--- config.mk ---
export PLATFORM = sky130hd
export DESIGN_NAME = tcw_front
export DESIGN_NICKNAME = d
export VERILOG_FILES = /design/src/design/tcw_pkg.sv /design/src/design/tcw_front.sv
export SDC_FILE = /design/constraint.sdc
export NUM_CORES = 1
export LEC_CHECK = 0
export BUFFER_PORTS_ARGS = -buffer_cell sky130_fd_sc_hd__buf_2
export CAP_MARGIN = 5
export CORE_UTILIZATION = 50
export CTS_CLUSTER_DIAMETER = 50
export DETAILED_ROUTE_END_ITERATION = 10
export PLACE_DENSITY = 0.87
export SKIP_CTS_REPAIR_TIMING = 1
export SYNTH_ARGS = -nofsm -noshare
export SYNTH_HDL_FRONTEND = slang
export SYNTH_SLANG_ARGS = --single-unit
--- constraint.sdc ---
create_clock -name clk -period 2.5 [get_ports clk]
set_input_delay 0.5 -clock clk [delete_from_list [all_inputs] [get_ports clk]]
set_output_delay 0.5 -clock clk [all_outputs]
set_load 0.005 [all_outputs]
--- src/design/tcw_pkg.sv ---
// ----------------------------------------------------------------------------
// tcw_pkg
// Shared types and constants for the text console writer.
// ----------------------------------------------------------------------------
package tcw_pkg;

  localparam int COLUMNS_DEF   = 80;
  localparam int TEXT_ROWS_DEF = 24;
  localparam int TAB_STOP_DEF  = 5;

  localparam logic [7:0] ATTR_RESET = 8'h1F;
  localparam logic [7:0] CH_BLANK   = 8'h20;
  localparam logic [7:0] CH_NUL     = 8'h00;
  localparam logic [7:0] CH_LF      = 8'h0A;
  localparam logic [7:0] CH_CR      = 8'h0D;
  localparam logic [7:0] CH_TAB     = 8'h09;

  localparam logic [1:0] OP_PUT   = 2'd0;
  localparam logic [1:0] OP_READ  = 2'd1;
  localparam logic [1:0] OP_CLEAR = 2'd2;

  typedef struct packed {
    logic [1:0]  operation;
    logic [7:0]  char_code;
    logic [10:0] cell_index;
  } tcw_in_t;

  typedef struct packed {
    logic [10:0] cursor_position;
    logic [15:0] cell_data;
    logic        scrolled;
  } tcw_out_t;

endpackage

--- src/design/tcw_front.sv ---
// ----------------------------------------------------------------------------
// tcw_front
// Input queue: two-entry FIFO between the input port and the executor.
// ----------------------------------------------------------------------------
module tcw_front (
  input  logic            clk,
  input  logic            rst_n,
  input  logic            push,
  input  tcw_pkg::tcw_in_t in_item,
  output logic            full,
  output logic            q_valid,
  output tcw_pkg::tcw_in_t q_item,
  input  logic            q_take
);
  import tcw_pkg::*;

  tcw_in_t    buf_r [2];
  logic       rp_r, rp_nxt, wp_r, wp_nxt;
  logic [1:0] cnt_r, cnt_nxt;
  logic       do_push, do_pop;

  assign full    = (cnt_r == 2'd2);
  assign q_valid = (cnt_r != 2'd0);
  assign q_item  = buf_r[rp_r];
  assign do_push = push && !full;
  assign do_pop  = q_take && q_valid;

  always_comb begin
    rp_nxt  = do_pop ? ~rp_r : rp_r;
    wp_nxt  = do_push ? ~wp_r : wp_r;
    cnt_nxt = cnt_r + {1'b0, do_push} - {1'b0, do_pop};
  end

  always_ff @(posedge clk) begin
    if (!rst_n) begin
      rp_r  <= 1'b0;
      wp_r  <= 1'b0;
      cnt_r <= 2'd0;
    end else begin
      rp_r  <= rp_nxt;
      wp_r  <= wp_nxt;
      cnt_r <= cnt_nxt;
    end
    if (do_push) begin
      buf_r[wp_r] <= in_item;
    end
  end

endmodule

After elaboration in Yosys (flattened, before gate mapping). Memories as Yosys holds them, arrays and structs flattened. A register that Yosys moved wholly into a read port is not among the register bits. Index checks and enable logic that the tools add are counted. Widths: inputs -> output; s select.

Bits in registers: 4. Input bits: 25. Memories: 1. Word-level logic and storage cells: 17. Bits in writable memories: 42.

Equal/unequal tests: 1. Reduce and logical (&&, ||, !) cells: 4. Muxes and demuxes: 4. Add/sub/neg operators: 2. Bitwise logic cells: 2.

Memories: buf_r (depth 2, bits a word 21, rd ports 1, clocked after Yosys merged registers in 1, wr ports 1, line tcw_front.sv:17) `tcw_in_t buf_r [2];`.

Operators by type and width (count): $mux 1 (4); $add 2x1->2 (1); $eq 2x2->1 const B (1); $logic_and 1x1->1 (2); $not 1->1 (2); $reduce_bool 2->1 (1); $sub 2x1->2 (1); $logic_not 1->1 (1).

Logic depth before layout (Yosys ltp). Gate-level depths: netlist (run 1).

Depth after elaboration: 5. Depth in mapped cells: 8. Gate-level depth less buffers: 8.

Worst setup path before layout (run 1). No wires, ideal clock.

Path type: input port to flip-flop. Start: input port push. End: memory buf_r[0][0] in the netlist's numbering, enable pin. Arrival time: 1.494 ns. Slack: 0.607 ns. Cell stages on the path: 2. Cells stage by stage: nand2_1 > nor2_1.

Word-level cells in the longest chain between the ends: 3.

RTL lines: from (decl) (line tcw_front.sv:8) `input logic push,`; $logic_and 1x1->1 (line tcw_front.sv:25) `assign do_push = push && !full;`; $mux 1 (line tcw_front.sv:44) `if (do_push) begin`; $mux 1 (implied by the code) (line tcw_front.sv:45) `buf_r[wp_r] <= in_item;`; to (decl) (line tcw_front.sv:17).

No other way between the ends.

==> metrics, run 1 <==
Setup CP Type register to output port; Worst Setup Slack, final 0.393 ns; Max Clock Skew 0.0180 ns; cells after synthesis 91; clock root cell clkbuf_4; Worst R2R Setup Slack 0.86 ns; final hold viol count 0; worst r2r path cells 8; post-synthesis register bit count 47; row count 21; placed instance area 2050 sq um; Area Overhead vs Synth 22.1%; vias in the first global route 881; hold_sp in_item[15]; post-DR wirelength/cell about 14 um; Tot Pwr around 0.0020 W; ratio of cells with drive above 1 in the final layout a little under three fifths; Die Ht 61.1 um; aggregate global routing overflow 0; Longest Clk Path Bufs 2; fmax roughly 470 MHz; Hold Crit Class primary input to register; CTS H-tree depth 2; most frequent cells in the layout 47 x buf_2, 42 x edfxtp_1, 21 x mux2_2, 5 x dfxtp_1, 5 x clkbuf_4; Final period util 84.3%; setup_tns 0 ns; Avg Cell Area, Syn slightly below 20 sq um; IO Count 48; Global Route Usage Sum 15.5%; post-DP HPWL 1.88 mm; Peak VDD IR 0.819 mV; ys async rst share 0%; CTS clk-pin slew, worst paths ~0.14 ns; Post-synth EDFFs between 40 and 50; most common cell after layout, fill and taps aside buf_2; DRT Pass-1 Iters 4; post-synthesis net count approximately 120; Worst setup SP type register; Port Buf Inserts 47; Slew @ Worst Pin 0.289 ns; min cycle time layout 2.11 ns; Post-Syn Area 1750 sq um; clock latency on the worst-skew pair 0.36 ns; total vias in the final route 940; Distinct cells, synth 16; Critical Path End Type output port; die width between 60 and 70 um; Synth top area share 72.2%; Initial DRC Count 17; final instance area 2130 sq um; Slew headroom 80.7%; LEAKAGE 0.842 nW; global-route wire length before repair 3.81 mm; DRC viols 0; initial core utilization approximately 52%; TritonCTS Buffers 5; pwr/cell area 929 nW/um^2; worst reg2reg path startpoint cnt_r[0]; RSZ-0062 raised after global routing false; reg2reg end cnt_r[1]; Seq/Total Area, Yosys 77.9%; Filler cells 272; n_diodes 0; synth top area cells edfxtp_1 72%, mux2_2 14%, dfxtp_1 5.7%; CTS tree yes; Crit Path Max Fanout 17; largest net degree at the start of global routing 22; biggest area consumer among synthesized cells edfxtp_1; Post-Route Utilization 64.0%; WP data arrival approximately 1.6 ns; pre-CTS setup slack around 0.76 ns; Setup violations, final 0; CP required 2.00 ns; Max Transition Viols Final 0; Max Cap Viol 0; core area roughly 3300 sq um; ys flop type edfxtp_1; crit path capture q_item[4]; initial antenna violation count 0; clk sinks 47; Nets 173; RePlAce Congestion around 0.6; DRT antenna net count 0; status complete, no violations; vias per cell between 4 and 5; synth warn 0; WL final about 2.7 mm; die area around 3700 sq um
## state kept, by name, indices dropped and copies added (netlist names), named ones only
signal  flops
buf_r      42
cnt_r       2
wp_r        1
rp_r        1
## metrics by stage
| step | hold slack [ns] | instances |
|---|---|---|
| after detailed placement | 0.499 | 185 |
| after global routing | 0.286 | 193 |
| after floorplan | 0.455 | 91 |
| final | 0.306 | 193 |
| after global placement | 0.482 | 185 |
| after CTS | 0.297 | 193 |
## synth_stat cells (all sizes together) (2+ instances only)
library cell / number
edfxtp: 42
mux2: 21
dfxtp: 5
nor2: 4
inv: 3
buf: 2
ha: 2
nand2: 2
nand2b: 2
xnor2: 2
## cells by family (layout without fill, tap and decap cells)
kind of cell	Yosys count	count (layout)	share of synthesized area, %
compound gates	1	1	0.501
xor+xnor	3	3	1.50
fa+ha+maj	2	2	1.43
buf+inv	5	61	1.50
flops	47	47	77.9
mux	22	22	14.1
simple gates	11	11	3.08
## report_power, final
group / internal (W) / switching, W
Sequential: 0.000989 / 0.0000454
Clock: 0.000214 / 0.000241
Combinational: 0.000267 / 0.000227
## how the worst min path moves through the flow
stage	end	slack [ns]	cells after the start
2_1_floorplan	wp_r	0.45	2
3_3_place_gp	wp_r	0.48	2
3_5_place_dp	wp_r	0.50	2
4_1_cts	buf_r[1][15]	0.30	1
5_1_grt	buf_r[0][3]	0.29	1
6_report	buf_r[0][15]	0.31	1
## critical path: stages, from the launching register on
cell	delay (ns)
dfxtp_1	0.45
buf_4	0.29
mux2_2	0.38
buf_2	0.13
## area by class of cell
| class | count | area, sq um | area share, % |
|---|---|---|---|
| Timing Repair Buffer | 50 | 258 | 12.1 |
| Inverter | 3 | 11.3 | 0.528 |
| Multi-Input combinational cell | 39 | 363 | 17.0 |
| Clock buffer | 5 | 37.5 | 1.76 |
| Clock inverter | 3 | 46.3 | 2.17 |
| Tap cell | 46 | 57.6 | 2.70 |
| Sequential cell | 47 | 1360 | 63.8 |
## layer usage
layer | up-vias | track usage (%) | routed length [um]
li1 | 448 | - | -
met1 | 448 | 15.9 | 1020
met2 | 37 | 27.2 | 1410
met3 | 7 | 4.41 | 161
met4 | 0 | 10.7 | 70
met5 | - | 0 | 0
Power figures use the tool's default switching activity.
==> run 2, diff against run 1 <==
Settings changed: CORE_UTILIZATION 50 to 46, PLACE_DENSITY 0.87 to 0.84.
Clock period 2.5 ns to 1.89 ns, I/O delays scaled along.
==> run 2 against run 1 <==
Compared with the run above:
- register-to-register slack worse by 0.65 ns
- cell area increased by 1.5%
- critical path depth stayed put
- final cell count increased by 2.6%
- wire length increased by 4.7%
- power is 34% higher
- clock power increased by 31%
- first-iteration DRC count grew 65%
- combinational power up 41%
- core utilization is 4.8 points lower
- sequential power increased by 32%
- largest power group unchanged
- largest cell class unchanged
- die area increased by 8.4%
- critical path type unchanged
==> metrics, run 2 (synthesis results as in run 1) <==
pwr/cell area 1220 nW/um^2 (+32%); Area Overhead vs Synth 24.0%; CTS H-tree depth 2 (unchanged); most common cell after layout, fill and taps aside buf_2; total vias in the final route 944 (+0.43%); status complete, no violations; vias in the first global route 989 (+12%); post-DR wirelength/cell 14.1 um (+2.1%); DRC viols 0 (unchanged); worst r2r path cells 8 (unchanged); clock latency on the worst-skew pair 0.29 ns (-0.07 ns); vias per cell 4.77 (-2.1%); Setup CP Type register to output port; Max Cap Viol 0 (unchanged); row count 22 (+4.8%); Register Area 1360 sq um (unchanged); min cycle time layout 1.69 ns; WL final 2.79 mm (+4.7%); Placed Cells 190 (+2.7%); clk sinks 47 (unchanged); setup_tns 0 ns (unchanged); initial core utilization 47.7% (-4.6 points); Max Clock Skew 0.00550 ns (-0.0125 ns); Nets 176 (+1.7%); aggregate global routing overflow 0 (unchanged); reg2reg end cnt_r[1]; Slew headroom 86.2% (+5.4 points); RSZ-0062 raised after global routing false; Longest Clk Path Bufs 2 (unchanged); Post-Route Utilization 59.2% (-4.8 points); Crit Path Max Fanout 12 (-5); ratio of cells with drive above 1 in the final layout 56.0% (+0.22 points); Peak VDD IR 0.650 mV (-21%); DRT Pass-1 Iters 4 (unchanged); top flop regs buf_r x42, cnt_r x2; TritonCTS Buffers 5 (unchanged); LEAKAGE 0.864 nW (+2.6%); CTS clk-pin slew, worst paths 0.08 ns (-0.06 ns); DRT antenna net count 0 (unchanged); clock root cell clkbuf_8; Post-Layout Cell Count 198 (+2.6%); most frequent cells in the layout 47 x buf_2, 42 x edfxtp_1, 21 x mux2_2, 6 x clkbuf_8, 6 x buf_4; Hold Crit Endpoint buf_r[0][4]; Setup violations, final 0 (unchanged); CP required 1.51 ns (-0.49 ns); max reg flops 42 (unchanged); global-route wire length before repair 4.31 mm (+13%); Port Buf Inserts 47 (unchanged); RePlAce Congestion 0.751 (+25%); fmax 593 MHz; Reg with most FFs buf_r; die width 63.6 um (+4.1%); Hold Crit Class primary input to register; Worst setup SP type register; Final period util 89.3%; Filler cells 285 (+4.8%); hold_sp in_item[4]; WP data arrival 1.31 ns (-0.30 ns); Hold Path Stages 1 (unchanged); final hold viol count 0 (unchanged); Global Route Usage Sum 14.9% (-0.61 points); Critical Path End Type output port; Max Transition Viols Final 0 (unchanged); post-DP HPWL 2.07 mm (+10%); Initial DRC Count 28 (+11); core area 3660 sq um (+9.7%); Die Ht 63.6 um (+4.1%); initial antenna violation count 0 (unchanged); largest net degree at the start of global routing 15 (-32%); n_diodes 0 (unchanged); CTS tree yes; worst reg2reg path startpoint cnt_r[0]; area of the multi-input gates 363 sq um (unchanged); IO Count 48 (unchanged); die area 4050 sq um (+8.4%); Worst R2R Setup Slack 0.21 ns (-0.65 ns); Slew @ Worst Pin 0.206 ns (-0.0827 ns)
[run 2: final cells by class]
class	count	area share (%)
inverters	3	0.520
multi-input cells	39	16.7
clock inverters	1	0.231
flip-flops and latches	47	62.8
clock buffers	7	3.98
repair buffers	53	12.9
well taps	48	2.77
[run 2: worst max-delay path by stage]
stage	startpoint	end	slack, ns	depth (start not counted)
finish	register	q_item[19]	0.20	3
global route	cnt_r[0]	cnt_r[1]	0.09	8
CTS	cnt_r[0]	cnt_r[1]	0.18	8
detailed placement	cnt_r[0]	cnt_r[1]	0.19	8
global placement	q_take	cnt_r[1]	0.37	8
floorplan	cnt_r[0]	buf_r[0][0]	0.01	3
[run 2: through the flow]
stage | hold WS (ns) | power (W) | instance area [sq um] | worst slack, ns
detailed placement | 0.502 | 0.00209 | 2080 | 0.192
floorplan | 0.455 | 0.00180 | 1750 | 0.0109
CTS | 0.265 | 0.00268 | 2170 | 0.179
finish | 0.271 | 0.00265 | 2170 | 0.203
global route | 0.264 | 0.00278 | 2170 | 0.0876
global placement | 0.483 | 0.00204 | 2080 | 0.366
[run 2: critical path, stage by stage, from the launching register on]
cell and delay, ns:
dfxtp_1 0.33, buf_4 0.20, mux2_2 0.36, buf_2 0.13
[run 2: power by group]
part | leakage [nW] | switching, W | internal (W)
Combinational | 0.382 | 0.000322 | 0.000374
Clock | 0.0482 | 0.000300 | 0.000295
Sequential | 0.434 | 0.0000529 | 0.00131
[run 2: metal layers]
| layer | vias up | track usage, % | routed length [um] |
|---|---|---|---|
| li1 | 453 | - | - |
| met5 | - | 0 | 0 |
| met1 | 452 | 15.0 | 1060 |
| met3 | 6 | 4.71 | 142 |
| met4 | 0 | 7.67 | 62 |
| met2 | 33 | 27.0 | 1530 |
==> run 3, diff against run 2 <==
Settings changed: GPL_TIMING_DRIVEN from default to 0.
==> run 3 against run 2 <==
Compared with the run above:
- register-to-register slack worse by 0.04 ns
- wire length down 2.2%
- worst setup slack worse by 0.037 ns
==> metrics, run 3 (synthesis results as in run 1) <==
Peak VDD IR 0.681 mV (+4.8%); area of the multi-input gates 363 sq um (unchanged); Initial DRC Count 16 (-43%); Hold Path Stages 1 (unchanged); Worst setup SP type register; Area Overhead vs Synth 24.6%; initial antenna violation count 0 (unchanged); post-DP HPWL 1.97 mm (-4.9%); Final period util 91.2% (+1.9 points); top flop regs buf_r x42, cnt_r x2; IO Count 48 (unchanged); max reg flops 42 (unchanged); RePlAce Congestion 0.650 (-13%); Hold Crit Class primary input to register; total vias in the final route 935 (-0.95%); pwr/cell area 1280 nW/um^2 (+4.5%); CTS H-tree depth 2 (unchanged); CP required 1.81 ns (+0.30 ns); Setup CP Type register to register; LEAKAGE 0.864 nW (about the same); status complete, no violations; TritonCTS Buffers 5 (unchanged); global-route wire length before repair 4.49 mm (+4.0%); Global Route Usage Sum 15.8% (+0.95 points); Die Ht 63.6 um (unchanged); row count 22 (unchanged); WP data arrival 1.64 ns (+0.33 ns); Slew headroom 37.3% (-49 points); reg2reg end buf_r[1][16]; vias per cell 4.79 (+0.57%); Max Clock Skew 0.00793 ns (+0.00244 ns); final hold viol count 0 (unchanged); Reg with most FFs buf_r; fmax 580 MHz (-2.1%); Filler cells 292 (+2.5%); DRC viols 0 (unchanged); clk sinks 47 (unchanged); vias in the first global route 1006 (+1.7%); n_diodes 0 (unchanged); clock root cell clkbuf_8; Slew @ Worst Pin 0.941 ns (+0.735 ns); core area 3660 sq um (unchanged); Max Transition Viols Final 0 (unchanged); Nets 173 (-1.7%); Tot Pwr 0.00279 W (+5.0%); initial core utilization 47.7% (unchanged); Longest Clk Path Bufs 2 (unchanged); Hold Crit Endpoint buf_r[0][6]; die area 4050 sq um (unchanged); hold_sp in_item[6]; DRT antenna net count 0 (unchanged); most frequent cells in the layout 47 x buf_2, 42 x edfxtp_1, 21 x mux2_2, 6 x clkbuf_8, 5 x dfxtp_1; aggregate global routing overflow 0 (unchanged); CTS clk-pin slew, worst paths 0.08 ns (about the same); CTS tree yes; worst r2r path cells 2 (-6); Worst R2R Setup Slack 0.17 ns (-0.04 ns); post-DR wirelength/cell 14.0 um (-0.72%); Critical Path End Type register; DRT Pass-1 Iters 4 (unchanged); worst reg2reg path startpoint cnt_r[0]; Setup violations, final 0 (unchanged); hold_ws 0.264 ns (-0.00751 ns); clock latency on the worst-skew pair 0.30 ns (about the same); largest net degree at the start of global routing 22 (+7); Register Area 1360 sq um (unchanged); Crit Path Max Fanout 21 (+9); most common cell after layout, fill and taps aside buf_2; WL final 2.73 mm (-2.2%); RSZ-0062 raised after global routing false; min cycle time layout 1.72 ns (+0.0366 ns); Max Cap Viol 0 (unchanged); Port Buf Inserts 47 (unchanged); ratio of cells with drive above 1 in the final layout 55.8% (-0.22 points); die width 63.6 um (unchanged)
[run 3: per-stage QoR]
step                TNS [ns]  util (%)  instance area (sq um)  cells  setup slack [ns]
finish                     0      59.5                   2180    195             0.166
global route               0      59.5                   2180    195            0.0156
CTS                        0      59.5                   2180    195             0.118
detailed placement         0      56.3                   2060    187             0.141
global placement       -9.01      55.8                   2040    186            -0.430
floorplan                  0         -                   1750     91            0.0109
[run 3: final cells by class]
class	count	share of cell area, %
clock buffer	6	3.79
sequential	47	62.5
clock inverter	2	1.61
buffer	2	0.689
tap	48	2.76
multi-input combinational	39	16.7
timing repair buffer	48	11.5
inverter	3	0.517
[run 3: worst max path at each step]
| stage | from | endpoint | cells after the start |
|---|---|---|---|
| 6_report | cnt_r[0] | buf_r[1][16] | 2 |
| 5_1_grt | cnt_r[0] | buf_r[1][16] | 2 |
| 4_1_cts | cnt_r[0] | buf_r[1][16] | 2 |
| 3_5_place_dp | cnt_r[0] | buf_r[1][13] | 2 |
| 3_3_place_gp | cnt_r[0] | buf_r[0][16] | 3 |
| 2_1_floorplan | cnt_r[0] | buf_r[0][0] | 3 |
[run 3: critical path, stage by stage, from the launching register on]
cell	delay (ns)
dfxtp_1	0.38
nand2b_1	0.17
and3_1	0.79
[run 3: power breakdown]
group / switching [W] / internal (W) / total [W]
logic: 0.000318 / 0.000366 / 0.000684
registers: 0.0000539 / 0.00131 / 0.00136
clock network: 0.000311 / 0.000428 / 0.000738
[run 3: routing by layer]
metal	GRT usage [%]	wire, um
met1	15.8	1010
met2	27.7	1490
met3	6.52	170
met4	8.52	59
met5	0	0
